$ cat config.mk
export PLATFORM = sky130hd
export DESIGN_NAME = line_framed_receive_queue_top
export DESIGN_NICKNAME = d
export VERILOG_FILES = /design/src/sv/lfrq_pkg.sv /design/src/sv/lfrq_ctrl.sv /design/src/sv/lfrq_dpath.sv /design/src/sv/line_framed_receive_queue_top.sv
export SDC_FILE = /design/constraint.sdc
export NUM_CORES = 2
export LEC_CHECK = 0
export BUFFER_PORTS_ARGS = -buffer_cell sky130_fd_sc_hd__buf_2
export CAP_MARGIN = 10
export CELL_PAD_IN_SITES_DETAIL_PLACEMENT = 1
export CELL_PAD_IN_SITES_GLOBAL_PLACEMENT = 1
export CORE_MARGIN = 5
export CORE_UTILIZATION = 40
export CTS_BUF_LIST = sky130_fd_sc_hd__clkbuf_4 sky130_fd_sc_hd__clkbuf_8
export CTS_CLUSTER_SIZE = 12
export DETAILED_ROUTE_END_ITERATION = 16
export GPL_ROUTABILITY_DRIVEN = 0
export HOLD_SLACK_MARGIN = 0.05
export PLACE_DENSITY = 0.64
export SYNTH_ARGS = -nofsm -noshare
export SYNTH_HDL_FRONTEND = slang
export SYNTH_MEMORY_MAX_BITS = 65536
export SYNTH_SLANG_ARGS = --single-unit
$ cat constraint.sdc
create_clock -name clk -period 9.8 [get_ports clk]
set_input_delay 2.94 -clock clk [delete_from_list [all_inputs] [get_ports clk]]
set_output_delay 2.94 -clock clk [all_outputs]
set_load 0.05 [all_outputs]
$ cat src/sv/lfrq_pkg.sv
// Shared definitions for the line-framed receive queue.
// Holds the character codes and the command and status structs that join
// the controller and the datapath. Depends on nothing.
package lfrq_pkg;

  localparam logic [7:0] CHAR_CR  = 8'h0D;
  localparam logic [7:0] CHAR_NUL = 8'h00;

  // Commands from the controller to the datapath.
  typedef struct packed {
    logic accept;       // a request is taken this cycle
    logic copy_run;     // copy the assembly buffer into the write slot
    logic commit;       // close the copy: store length, advance write slot
    logic emit_status;  // load one status result into the output register
    logic emit_empty;   // status result reports an empty ring
    logic emit_drop;    // status result reports a dropped line
    logic pop_setup;    // length was read back on accept, count the slot as freed
    logic pop_run;      // stream the oldest line out byte by byte
  } lfrq_cmd_t;

  // Status from the datapath to the controller.
  typedef struct packed {
    logic in_is_cr;
    logic ring_full;
    logic ring_empty;
    logic copy_done;
    logic pop_done;
    logic out_free;
  } lfrq_sts_t;

endpackage

$ cat src/sv/lfrq_ctrl.sv
// Controller state machine of the line-framed receive queue.
// Sequences line commits, drops, pops and status results through the
// command and status structs of lfrq_pkg.
module lfrq_ctrl (
  input  logic              clk,
  input  logic              rst_n,
  input  logic              in_valid,
  input  logic              in_kind,
  output logic              in_ready,
  input  lfrq_pkg::lfrq_sts_t sts,
  output lfrq_pkg::lfrq_cmd_t cmd
);

  typedef enum logic [6:0] {
    ST_IDLE  = 7'b0000001,
    ST_COPY  = 7'b0000010,
    ST_STAT  = 7'b0000100,
    ST_DROP  = 7'b0001000,
    ST_EMPTY = 7'b0010000,
    ST_LEN   = 7'b0100000,
    ST_POP   = 7'b1000000
  } state_t;

  state_t state_r;
  state_t state_nxt;

  always_comb begin
    cmd       = '0;
    state_nxt = state_r;
    in_ready  = (state_r == ST_IDLE);
    unique case (state_r)
      ST_IDLE: begin
        if (in_valid) begin
          cmd.accept = 1'b1;
          if (in_kind) begin
            state_nxt = sts.ring_empty ? ST_EMPTY : ST_LEN;
          end else if (sts.in_is_cr) begin
            state_nxt = sts.ring_full ? ST_DROP : ST_COPY;
          end
        end
      end
      ST_COPY: begin
        cmd.copy_run = 1'b1;
        if (sts.copy_done) begin
          cmd.commit = 1'b1;
          state_nxt  = ST_STAT;
        end
      end
      ST_STAT: begin
        if (sts.out_free) begin
          cmd.emit_status = 1'b1;
          state_nxt       = ST_IDLE;
        end
      end
      ST_DROP: begin
        if (sts.out_free) begin
          cmd.emit_status = 1'b1;
          cmd.emit_drop   = 1'b1;
          state_nxt       = ST_IDLE;
        end
      end
      ST_EMPTY: begin
        if (sts.out_free) begin
          cmd.emit_status = 1'b1;
          cmd.emit_empty  = 1'b1;
          state_nxt       = ST_IDLE;
        end
      end
      ST_LEN: begin
        cmd.pop_setup = 1'b1;
        state_nxt     = ST_POP;
      end
      ST_POP: begin
        cmd.pop_run = 1'b1;
        if (sts.pop_done) begin
          state_nxt = ST_IDLE;
        end
      end
      default: begin
        state_nxt = ST_IDLE;
      end
    endcase
  end

  always_ff @(posedge clk) begin
    if (!rst_n) begin
      state_r <= ST_IDLE;
    end else begin
      state_r <= state_nxt;
    end
  end

endmodule

$ cat src/sv/lfrq_dpath.sv
// Datapath of the line-framed receive queue: assembly buffer, slot store,
// slot lengths, ring pointers and the output register.
// Driven by lfrq_ctrl through the structs of lfrq_pkg.
module lfrq_dpath #(
  parameter int LINE_BYTES = 64,
  parameter int LINE_SLOTS = 8
) (
  input  logic                clk,
  input  logic                rst_n,
  input  lfrq_pkg::lfrq_cmd_t cmd,
  output lfrq_pkg::lfrq_sts_t sts,
  input  logic                in_kind,
  input  logic [7:0]          in_rx_byte,
  input  logic                out_ready,
  output logic                out_valid,
  output logic [7:0]          out_line_byte,
  output logic                out_last_of_line,
  output logic                out_queue_empty,
  output logic                out_line_dropped,
  output logic [3:0]          out_lines_pending
);

  localparam int IW = $clog2(LINE_BYTES);
  localparam int LW = $clog2(LINE_BYTES + 1);
  localparam int SW = $clog2(LINE_SLOTS);
  localparam int PW = $clog2(LINE_SLOTS + 1);
  localparam int AW = $clog2(LINE_SLOTS * LINE_BYTES);

  logic [7:0]    asm_mem   [LINE_BYTES];
  logic [7:0]    store_mem [LINE_SLOTS * LINE_BYTES];
  logic [LW-1:0] len_mem   [LINE_SLOTS];

  logic [7:0]    asm_rd_r;
  logic [7:0]    store_rd_r;
  logic [LW-1:0] len_rd_r;

  logic [IW-1:0] idx_r, idx_nxt;
  logic [LW-1:0] len_r, len_nxt;
  logic [LW-1:0] cnt_r, cnt_nxt;
  logic [SW-1:0] ws_r, ws_nxt;
  logic [SW-1:0] rs_r, rs_nxt;
  logic [PW-1:0] pend_r, pend_nxt;
  logic          rd_pend_r, rd_pend_nxt;
  logic          last_pend_r, last_pend_nxt;
  logic          out_valid_r, out_valid_nxt;
  logic [7:0]    out_byte_r;
  logic          out_last_r;
  logic          out_empty_r;
  logic          out_drop_r;
  logic [3:0]    out_pend_r;

  logic          is_cr;
  logic          is_nul;
  logic          out_free;
  logic          byte_acc;
  logic          pop_acc;
  logic          copy_rd;
  logic          copy_wr;
  logic          pop_load;
  logic          pop_issue;
  logic [AW-1:0] wr_addr;
  logic [AW-1:0] rd_addr;

  assign is_cr    = (in_rx_byte == lfrq_pkg::CHAR_CR);
  assign is_nul   = (in_rx_byte == lfrq_pkg::CHAR_NUL);
  assign out_free = !out_valid_r || out_ready;
  assign byte_acc = cmd.accept && !in_kind;
  assign pop_acc  = cmd.accept && in_kind;

  // The copy reads byte cnt while it writes byte cnt-1 read the cycle before.
  assign copy_rd  = cmd.copy_run && (cnt_r != len_r);
  assign copy_wr  = cmd.copy_run && (cnt_r != '0);
  assign wr_addr  = AW'(ws_r) * AW'(LINE_BYTES) + AW'(cnt_r) - AW'(1);

  // Pop: the store read register holds one byte ahead of the output register.
  assign pop_load  = cmd.pop_run && rd_pend_r && out_free;
  assign pop_issue = cmd.pop_run && (cnt_r != len_rd_r) && (!rd_pend_r || pop_load);
  assign rd_addr   = AW'(rs_r) * AW'(LINE_BYTES) + AW'(cnt_r);

  assign sts.in_is_cr   = is_cr;
  assign sts.ring_full  = (pend_r == PW'(LINE_SLOTS));
  assign sts.ring_empty = (pend_r == '0);
  assign sts.copy_done  = (cnt_r == len_r);
  assign sts.pop_done   = pop_load && last_pend_r;
  assign sts.out_free   = out_free;

  always_comb begin
    idx_nxt       = idx_r;
    len_nxt       = len_r;
    cnt_nxt       = cnt_r;
    ws_nxt        = ws_r;
    rs_nxt        = rs_r;
    pend_nxt      = pend_r;
    rd_pend_nxt   = rd_pend_r;
    last_pend_nxt = last_pend_r;

    if (byte_acc) begin
      if (is_cr) begin
        len_nxt = LW'(idx_r) + LW'(1);
        cnt_nxt = '0;
      end else if (!is_nul) begin
        idx_nxt = (idx_r == IW'(LINE_BYTES - 1)) ? '0 : idx_r + IW'(1);
      end
    end
    if (pop_acc) begin
      cnt_nxt = '0;
    end
    if (copy_rd) begin
      cnt_nxt = cnt_r + LW'(1);
    end
    if (cmd.commit) begin
      idx_nxt  = '0;
      ws_nxt   = (ws_r == SW'(LINE_SLOTS - 1)) ? '0 : ws_r + SW'(1);
      pend_nxt = pend_r + PW'(1);
    end
    if (cmd.emit_drop) begin
      idx_nxt = '0;
    end
    if (cmd.pop_setup) begin
      pend_nxt = pend_r - PW'(1);
    end
    if (pop_issue) begin
      cnt_nxt       = cnt_r + LW'(1);
      rd_pend_nxt   = 1'b1;
      last_pend_nxt = ((cnt_r + LW'(1)) == len_rd_r);
    end else if (pop_load) begin
      rd_pend_nxt = 1'b0;
    end
    // The read slot moves on once its last byte has left.
    if (pop_load && last_pend_r) begin
      rs_nxt = (rs_r == SW'(LINE_SLOTS - 1)) ? '0 : rs_r + SW'(1);
    end
  end

  always_comb begin
    out_valid_nxt = out_valid_r;
    if (pop_load || cmd.emit_status) begin
      out_valid_nxt = 1'b1;
    end else if (out_ready) begin
      out_valid_nxt = 1'b0;
    end
  end

  always_ff @(posedge clk) begin
    if (!rst_n) begin
      idx_r       <= '0;
      len_r       <= '0;
      cnt_r       <= '0;
      ws_r        <= '0;
      rs_r        <= '0;
      pend_r      <= '0;
      rd_pend_r   <= 1'b0;
      last_pend_r <= 1'b0;
      out_valid_r <= 1'b0;
    end else begin
      idx_r       <= idx_nxt;
      len_r       <= len_nxt;
      cnt_r       <= cnt_nxt;
      ws_r        <= ws_nxt;
      rs_r        <= rs_nxt;
      pend_r      <= pend_nxt;
      rd_pend_r   <= rd_pend_nxt;
      last_pend_r <= last_pend_nxt;
      out_valid_r <= out_valid_nxt;
    end
  end

  always_ff @(posedge clk) begin
    if (pop_load) begin
      out_byte_r  <= store_rd_r;
      out_last_r  <= last_pend_r;
      out_empty_r <= 1'b0;
      out_drop_r  <= 1'b0;
      out_pend_r  <= 4'(pend_r);
    end else if (cmd.emit_status) begin
      out_byte_r  <= lfrq_pkg::CHAR_NUL;
      out_last_r  <= 1'b0;
      out_empty_r <= cmd.emit_empty;
      out_drop_r  <= cmd.emit_drop;
      out_pend_r  <= 4'(pend_r);
    end
  end

  always_ff @(posedge clk) begin
    if (byte_acc) begin
      asm_mem[idx_r] <= in_rx_byte;
    end
    if (copy_rd) begin
      asm_rd_r <= asm_mem[cnt_r[IW-1:0]];
    end
  end

  always_ff @(posedge clk) begin
    if (copy_wr) begin
      store_mem[wr_addr] <= asm_rd_r;
    end
    if (pop_issue) begin
      store_rd_r <= store_mem[rd_addr];
    end
  end

  always_ff @(posedge clk) begin
    if (cmd.commit) begin
      len_mem[ws_r] <= len_r;
    end
    if (pop_acc) begin
      len_rd_r <= len_mem[rs_r];
    end
  end

  assign out_valid         = out_valid_r;
  assign out_line_byte     = out_byte_r;
  assign out_last_of_line  = out_last_r;
  assign out_queue_empty   = out_empty_r;
  assign out_line_dropped  = out_drop_r;
  assign out_lines_pending = out_pend_r;

endmodule

$ cat src/sv/line_framed_receive_queue_top.sv
// Line-framed receive queue. A plain byte gives no result.
// A carriage return copies len bytes through the assembly buffer read port
// before its status result; a full ring or an empty pop gives its status
// result with no copy. A pop streams its line from the slot store, one byte
// per cycle while the output is not stalled.
// Synchronous reset clears pointers, counts and handshakes; memories are not.
module line_framed_receive_queue_top #(
  parameter int LINE_BYTES = 64,
  parameter int LINE_SLOTS = 8
) (
  input  logic       clk,
  input  logic       rst_n,
  input  logic       in_valid,
  output logic       in_ready,
  input  logic       in_kind,
  input  logic [7:0] in_rx_byte,
  output logic       out_valid,
  input  logic       out_ready,
  output logic [7:0] out_line_byte,
  output logic       out_last_of_line,
  output logic       out_queue_empty,
  output logic       out_line_dropped,
  output logic [3:0] out_lines_pending
);

  lfrq_pkg::lfrq_cmd_t cmd;
  lfrq_pkg::lfrq_sts_t sts;

  lfrq_ctrl u_ctrl (
    .clk      (clk),
    .rst_n    (rst_n),
    .in_valid (in_valid),
    .in_kind  (in_kind),
    .in_ready (in_ready),
    .sts      (sts),
    .cmd      (cmd)
  );

  lfrq_dpath #(
    .LINE_BYTES (LINE_BYTES),
    .LINE_SLOTS (LINE_SLOTS)
  ) u_dpath (
    .clk               (clk),
    .rst_n             (rst_n),
    .cmd               (cmd),
    .sts               (sts),
    .in_kind           (in_kind),
    .in_rx_byte        (in_rx_byte),
    .out_ready         (out_ready),
    .out_valid         (out_valid),
    .out_line_byte     (out_line_byte),
    .out_last_of_line  (out_last_of_line),
    .out_queue_empty   (out_queue_empty),
    .out_line_dropped  (out_line_dropped),
    .out_lines_pending (out_lines_pending)
  );

`ifndef SYNTH
  // The last byte of a line never carries a status flag.
  a_last_clean: assert property (@(posedge clk) disable iff (!rst_n)
    out_valid && out_last_of_line |-> !out_queue_empty && !out_line_dropped)
    else $error("last byte of a line carries a status flag");

  // An empty-ring report shows no byte and no pending lines.
  a_empty_clean: assert property (@(posedge clk) disable iff (!rst_n)
    out_valid && out_queue_empty |-> out_line_byte == 8'h00 && out_lines_pending == 4'd0)
    else $error("empty report carries data");

  // A pop or a line end closes the input on the following cycle.
  a_busy_after: assert property (@(posedge clk) disable iff (!rst_n)
    in_valid && in_ready && (in_kind || in_rx_byte == lfrq_pkg::CHAR_CR) |=> !in_ready)
    else $error("input reopened during line work");

  // The commit of a line is always followed by its status step, with the input closed.
  a_commit_stat: assert property (@(posedge clk) disable iff (!rst_n)
    cmd.commit |=> !in_ready)
    else $error("commit without a status step");
`endif

endmodule
== Word-level counts from Yosys, hierarchy flattened ==
Memory sizes are Yosys's and may differ from the RTL's. A register that Yosys moved wholly into a read port is not among the register bits.
Cells that the tools add are included.

* Flip-flop bits (word level): 55
* Memory bits (writable): 4664
* Output and inout bits: 17
* Memories kept: 3

{| class="wikitable"
|+ Memories
! memory !! depth !! bits a word !! read ports !! clocked after Yosys merged registers in !! write ports !! line !! text
|-
| u_dpath.store_mem || 512 || 8 || 1 || 1 || 1 || lfrq_dpath.sv:30 || <nowiki>logic [7:0] store_mem [LINE_SLOTS * LINE_BYTES];</nowiki>
|-
| u_dpath.asm_mem || 64 || 8 || 1 || 1 || 1 || lfrq_dpath.sv:29 || <nowiki>logic [7:0] asm_mem [LINE_BYTES];</nowiki>
|-
| u_dpath.len_mem || 8 || 7 || 1 || 1 || 1 || lfrq_dpath.sv:31 || <nowiki>logic [LW-1:0] len_mem [LINE_SLOTS];</nowiki>
|}

* Add/sub/neg operators: 10
* Equal/unequal tests: 21
* Mux-type cells: 46
* Bitwise gates (word level): 3
* Reduce and logical (&&, ||, !) cells: 31

{| class="wikitable"
|+ Operator list
! kind !! count
|-
| two-way mux 7 bit || 11
|-
| case mux 7 bit (5 select lines) || 1
|-
| two-way mux 1 bit || 20
|-
| two-way mux 4 bit || 5
|-
| adder 9 x 7 -> 9 bit || 2
|-
| two-way mux 8 bit || 2
|-
| == test 7 bit || 2
|-
| inequality test 7 bit || 2
|-
| two-way mux 6 bit || 2
|-
| logical AND 1 bit || 9
|-
| subtractor 9 x 1 -> 9 bit (second input constant) || 1
|-
| == test 8 x 4 -> 1 bit (second input constant) || 1
|-
| logical NOT 8 bit || 1
|-
| nonzero test 2 bit || 4
|-
| nonzero test 4 bit || 2
|-
| adder 6 x 1 -> 7 bit (second input constant) || 1
|-
| adder 7 x 1 -> 7 bit (second input constant) || 1
|-
| == test 7 x 1 -> 1 bit (second input constant) || 1
|-
| == test 7 x 2 -> 1 bit (second input constant) || 1
|-
| == test 7 x 3 -> 1 bit (second input constant) || 1
|-
| == test 7 x 4 -> 1 bit (second input constant) || 1
|-
| == test 7 x 5 -> 1 bit (second input constant) || 1
|-
| == test 7 x 6 -> 1 bit (second input constant) || 1
|-
| == test 7 bit (second input constant) || 1
|-
| other kinds (23) || 37
|}

== Depth between registers and ports, before layout ==
* Word-level depth: 8
* Gate-level depth with buffers: 20
* Gate-level depth less buffers: 11

== Hierarchy ==
From an unflattened synthesis, not the netlist that was laid out.

* Cell total of the unflattened synthesis: 9444
* Area total of the unflattened synthesis: 186736.6 um2

{| class="wikitable"
|+ Modules (own cells, without submodules)
! module !! times used !! cells each !! area each (um2) !! seq. area each (um2)
|-
| lfrq_dpath || 1 || 9389 || 186244.9 || 141836.0
|-
| lfrq_ctrl || 1 || 55 || 491.7 || 140.1
|}

== Worst setup path after synthesis ==
OpenSTA, ideal clock, no wires.

* Kind: reg2reg
* From: register u_dpath.asm_rd_r[0] (read register of u_dpath.asm_mem)
* To: memory u_dpath.store_mem[0][0] (data pin)
* Arrival time: 6158 ps
* Path slack: 2207 ps
* Stages on the path, launching flop included: 1
* Buffers on the path: 0
* Period minus slack after synthesis: 7593 ps
* Path through: edfxtp_1

{| class="wikitable"
|+ RTL lines
! what !! line !! text
|-
| from (decl) || lfrq_dpath.sv:33 || <nowiki>logic [7:0] asm_rd_r;</nowiki>
|-
| to (decl) || lfrq_dpath.sv:30 ||
|}

No word-level cell before the write port.

== Worst setup path in the final report ==
* From: register u_dpath.cnt_r[1]
* To: register u_dpath.store_rd_r[4] (read register of u_dpath.store_mem) (data pin)

* Cells in the longest elaborated chain, start to end: 3
* Elaborated cells on any way between the ends: 4

{| class="wikitable"
|+ Ends and longest elaborated chain
! what !! line !! text
|-
| from (decl) || lfrq_dpath.sv:39 || <nowiki>logic [LW-1:0] cnt_r, cnt_nxt;</nowiki>
|-
| from (signal assigned) || lfrq_dpath.sv:158 || <nowiki>cnt_r <= cnt_nxt;</nowiki>
|-
| parallel branches: the longest is 3 deep, another holds adder 9 x 7 -> 9 bit || n/a ||
|-
| to (decl) || lfrq_dpath.sv:34 || <nowiki>logic [7:0] store_rd_r;</nowiki>
|}

Parallel ways; which one is timed is not known.
A chain may end at the register's enable or synchronous reset.

==> qor.txt <==
Seq/Total Area, Yosys = 0.7592
Pwr Density = 191.9 mW/mm²
reg2reg start = u_dpath.cnt_r[1]$_SDFFE_PN0P_
DPL Wire Length = 339900 µm
Worst EP required = 10880 ps
status = finished, violations left
largest net degree at the start of global routing = 199
TritonCTS Sinks = 4742
Setup TNS = 0 ps
FFs w/ async S/R, synth = 0
Crit. End Element = flop
Routed WL per cell = 32.54 µm
Total Routed Length = 553900 µm
Synth cell types = 80
Clk pin slew, worst setup/hold paths = 70 ps
CTS tree = built
# rows = 251
Startpoint Class = flop
hold crit path type = flop to flop
EDFF count, synth = 4700
Final Util = 0.4520
Slew headroom = -0.008386
DIE WIDTH = 693.8 µm
die extent in y = 693.8 µm
nets = 10227
Hold Path Depth = 2
Post-CTS Hold Fix Bufs = 0
Num CTS Buffers = 757
cell area after synthesis = 0.1870 mm²
footprint of the multi-input gates = 0.04153 mm²
clock buffer depth = 4
total gr overflow = 0
syn nets = 9451
vias in the first global route = 103155
DR vias/cell = 5.908
commonest non-fill, non-tap cell in the layout = edfxtp_1
Slew @ Worst Pin = 1499 ps
R2R cell count = 10
reg2reg setup slack = 3760 ps
initial antenna violation count = 32
total iterations of the first detailed-routing run = 6
worst skew pair latency = 1260 ps
Initial Util = 0.4007
post-cts resize count = 0
Synth Instances = 9403
Worst R2R End = u_dpath.store_rd_r[4]$_DFFE_PP_
GRT Util Overall = 0.2242
Tmin final = 6040 ps
share of layout cells above drive strength 1 = 0.2547
Final ANT Viol Nets = 0
synthesized flop and latch total = 4742
f_max = 165.6 MHz
vias post-DR = 100575
critical path class = flop to flop
Synthesis Warnings = 0
crit-path max FO = 66
Final Hold Viols = 0
top-area cell type share of the netlist area = 0.7547
IO Pins = 30
Post-synth top flop = edfxtp_1
worst path arrival time = 7120 ps
Syn Area/Cell = 19.89 µm²
Fillers = 43859
DRC viols = 0
leakage = 63.03 nW
most frequent cells in the layout = edfxtp_1, mux4_2, clkbuf_8
Max Cap Viol = 1
P&R area growth vs syn = 12.79%
DRC violation total after the first TritonRoute iteration = 11469
Buffers on Ports = 29
hold path start = u_dpath.out_line_dropped$_SDFFE_PP0P_
failing checks = max-capacitance violations, max-slew violations
top cells by area, synth = edfxtp_1, mux4_2, mux2i_1
Max Clock Skew = 94.12 ps
first-pass GRT wire length = 781900 µm
RSZ-0062 raised after global routing = false
Final setup viols = 0
die area = 0.4813 mm²
post-synth top area cell = edfxtp_1
Peak VDD IR = 0.1292 mV
period utilization = 0.6163
core area = 0.4667 mm²
setup repair bufs after CTS = 0
CTS root buffer = clkbuf_8
H-tree Lvls = 6
Pins Over Slew Limit = 1
Hold EP = u_dpath.out_line_dropped$_SDFFE_PP0P_
storage element area = 0.1420 mm²
[worst max-delay path, stage by stage, from the launching register on]
cell       delay (ps)
dfxtp_4           760
buf_4             560
buf_4             670
buf_4             910
mux4_2            400
a21oi_1            80
o2bb2ai_1         170
a22o_1            200
nor4_1           1130
a31oi_2           530
a211oi_2          310
[where the power goes]
group / internal [W] / switching [W]
clock: 0.00858 / 0.00784
sequential: 0.0220 / 0.0000393
combinational: 0.000713 / 0.00128
[cells by family (layout without fill, tap and decap cells)]
group	after synthesis	count (layout)	share of synthesized area
multiplexers	1600	1600	0.1435
other	0	57	0
AO/OA/AOI/OAI	1048	1048	0.03904
adder cells (fa/ha/maj)	35	35	0.002422
buffers and inverters	638	2003	0.02022
XOR/XNOR	42	42	0.002007
AND/OR/NAND/NOR	1298	1298	0.03363
flip-flops	4742	4742	0.7592
[Yosys cell counts, drive strengths merged (8+ instances only)]
master / number
xnor2: 26
nand4: 33
mux2i: 725
a211oi: 32
nor2: 200
ha: 33
a31oi: 18
and2: 29
o2111ai: 8
o22a: 8
and3: 14
edfxtp: 4700
o31ai: 18
o22ai: 214
a21oi: 194
and4: 12
a22oi: 24
dfxtp: 42
nor4: 30
xor2: 16
o32ai: 19
nand2: 256
o221ai: 295
or4: 11
o21ai: 131
nand3: 78
o2bb2ai: 16
mux4: 862
inv: 25
buf: 345
nand2b: 25
mux2: 13
clkbuf: 268
or3: 12
a211o: 8
nor3: 562
nand3b: 8
[registers in the layout, summed over array words and instances (netlist names), 3 cells and up]
| signal | flops |
|---|---|
| u_dpath.ws_r | 3 |
| u_dpath.idx_r | 6 |
| u_dpath.store_rd_r | 8 |
| u_dpath.cnt_r | 7 |
| u_dpath.out_line_byte | 8 |
| u_dpath.asm_rd_r | 8 |
| u_dpath.pend_r | 4 |
| u_dpath.len_r | 7 |
| u_dpath.len_rd_r | 7 |
| u_dpath.asm_mem | 512 |
| u_ctrl.state_r | 7 |
| u_dpath.out_lines_pending | 4 |
| u_dpath.len_mem | 56 |
| u_dpath.store_mem | 4096 |
| u_dpath.rs_r | 3 |
[how the worst max path moves through the flow]
stage	endpoint	cells past startpoint	start	slack, ps
floorplan	u_dpath.store_mem[0][0]$_DFFE_PP_	0	u_dpath.asm_rd_r[0]$_DFFE_PP_	2210
global placement	u_ctrl.state_r[3]$_SDFFE_PN0P_	9	in_rx_byte[5]	3660
detailed placement	u_ctrl.state_r[3]$_SDFFE_PN0P_	9	in_rx_byte[5]	3670
CTS	in_ready	4	u_ctrl.state_r[3]$_SDFFE_PN0P_	3870
global route	u_dpath.store_mem[206][7]$_DFFE_PP_	10	u_dpath.cnt_r[1]$_SDFFE_PN0P_	3740
finish	u_dpath.store_rd_r[4]$_DFFE_PP_	10	u_dpath.cnt_r[1]$_SDFFE_PN0P_	3760
[layer usage]
layer	wire length (µm)	track usage	vias up	share of wire
met1	223000	0.3046	53839	0.40
met2	262400	0.3570	4635	0.47
met5	93	0	-	0.00017
met3	42880	0.04100	1047	0.077
met4	25490	0.09396	14	0.046
li1	-	-	41040	-
[stage by stage]
stage | total power (W) | instance area, µm² | setup WS, ps | hold slack [ps] | cells
4_1_cts | 0.04079 | 210200 | 3875 | 462.8 | 16871
2_1_floorplan | 0.02397 | 187000 | 2207 | 436.6 | 9403
3_5_place_dp | 0.02448 | 195700 | 3668 | 454.4 | 15523
5_1_grt | 0.04195 | 210900 | 3736 | 493.9 | 17014
3_3_place_gp | 0.02445 | 195300 | 3659 | 457.1 | 15489
6_report | 0.04048 | 210900 | 3760 | 467.2 | 17023
[area by class of cell]
class,instances,share of cell area
multi-input combinational,4023,0.1969
clock buffer,1026,0.05917
sequential,4742,0.6731
tap,6198,0.03676
clock inverter,322,0.009259
timing repair buffer,630,0.02358
inverter,25,0.0005042
antenna,57,0.0006762
Note: power is estimated with default switching activity, not from simulation.
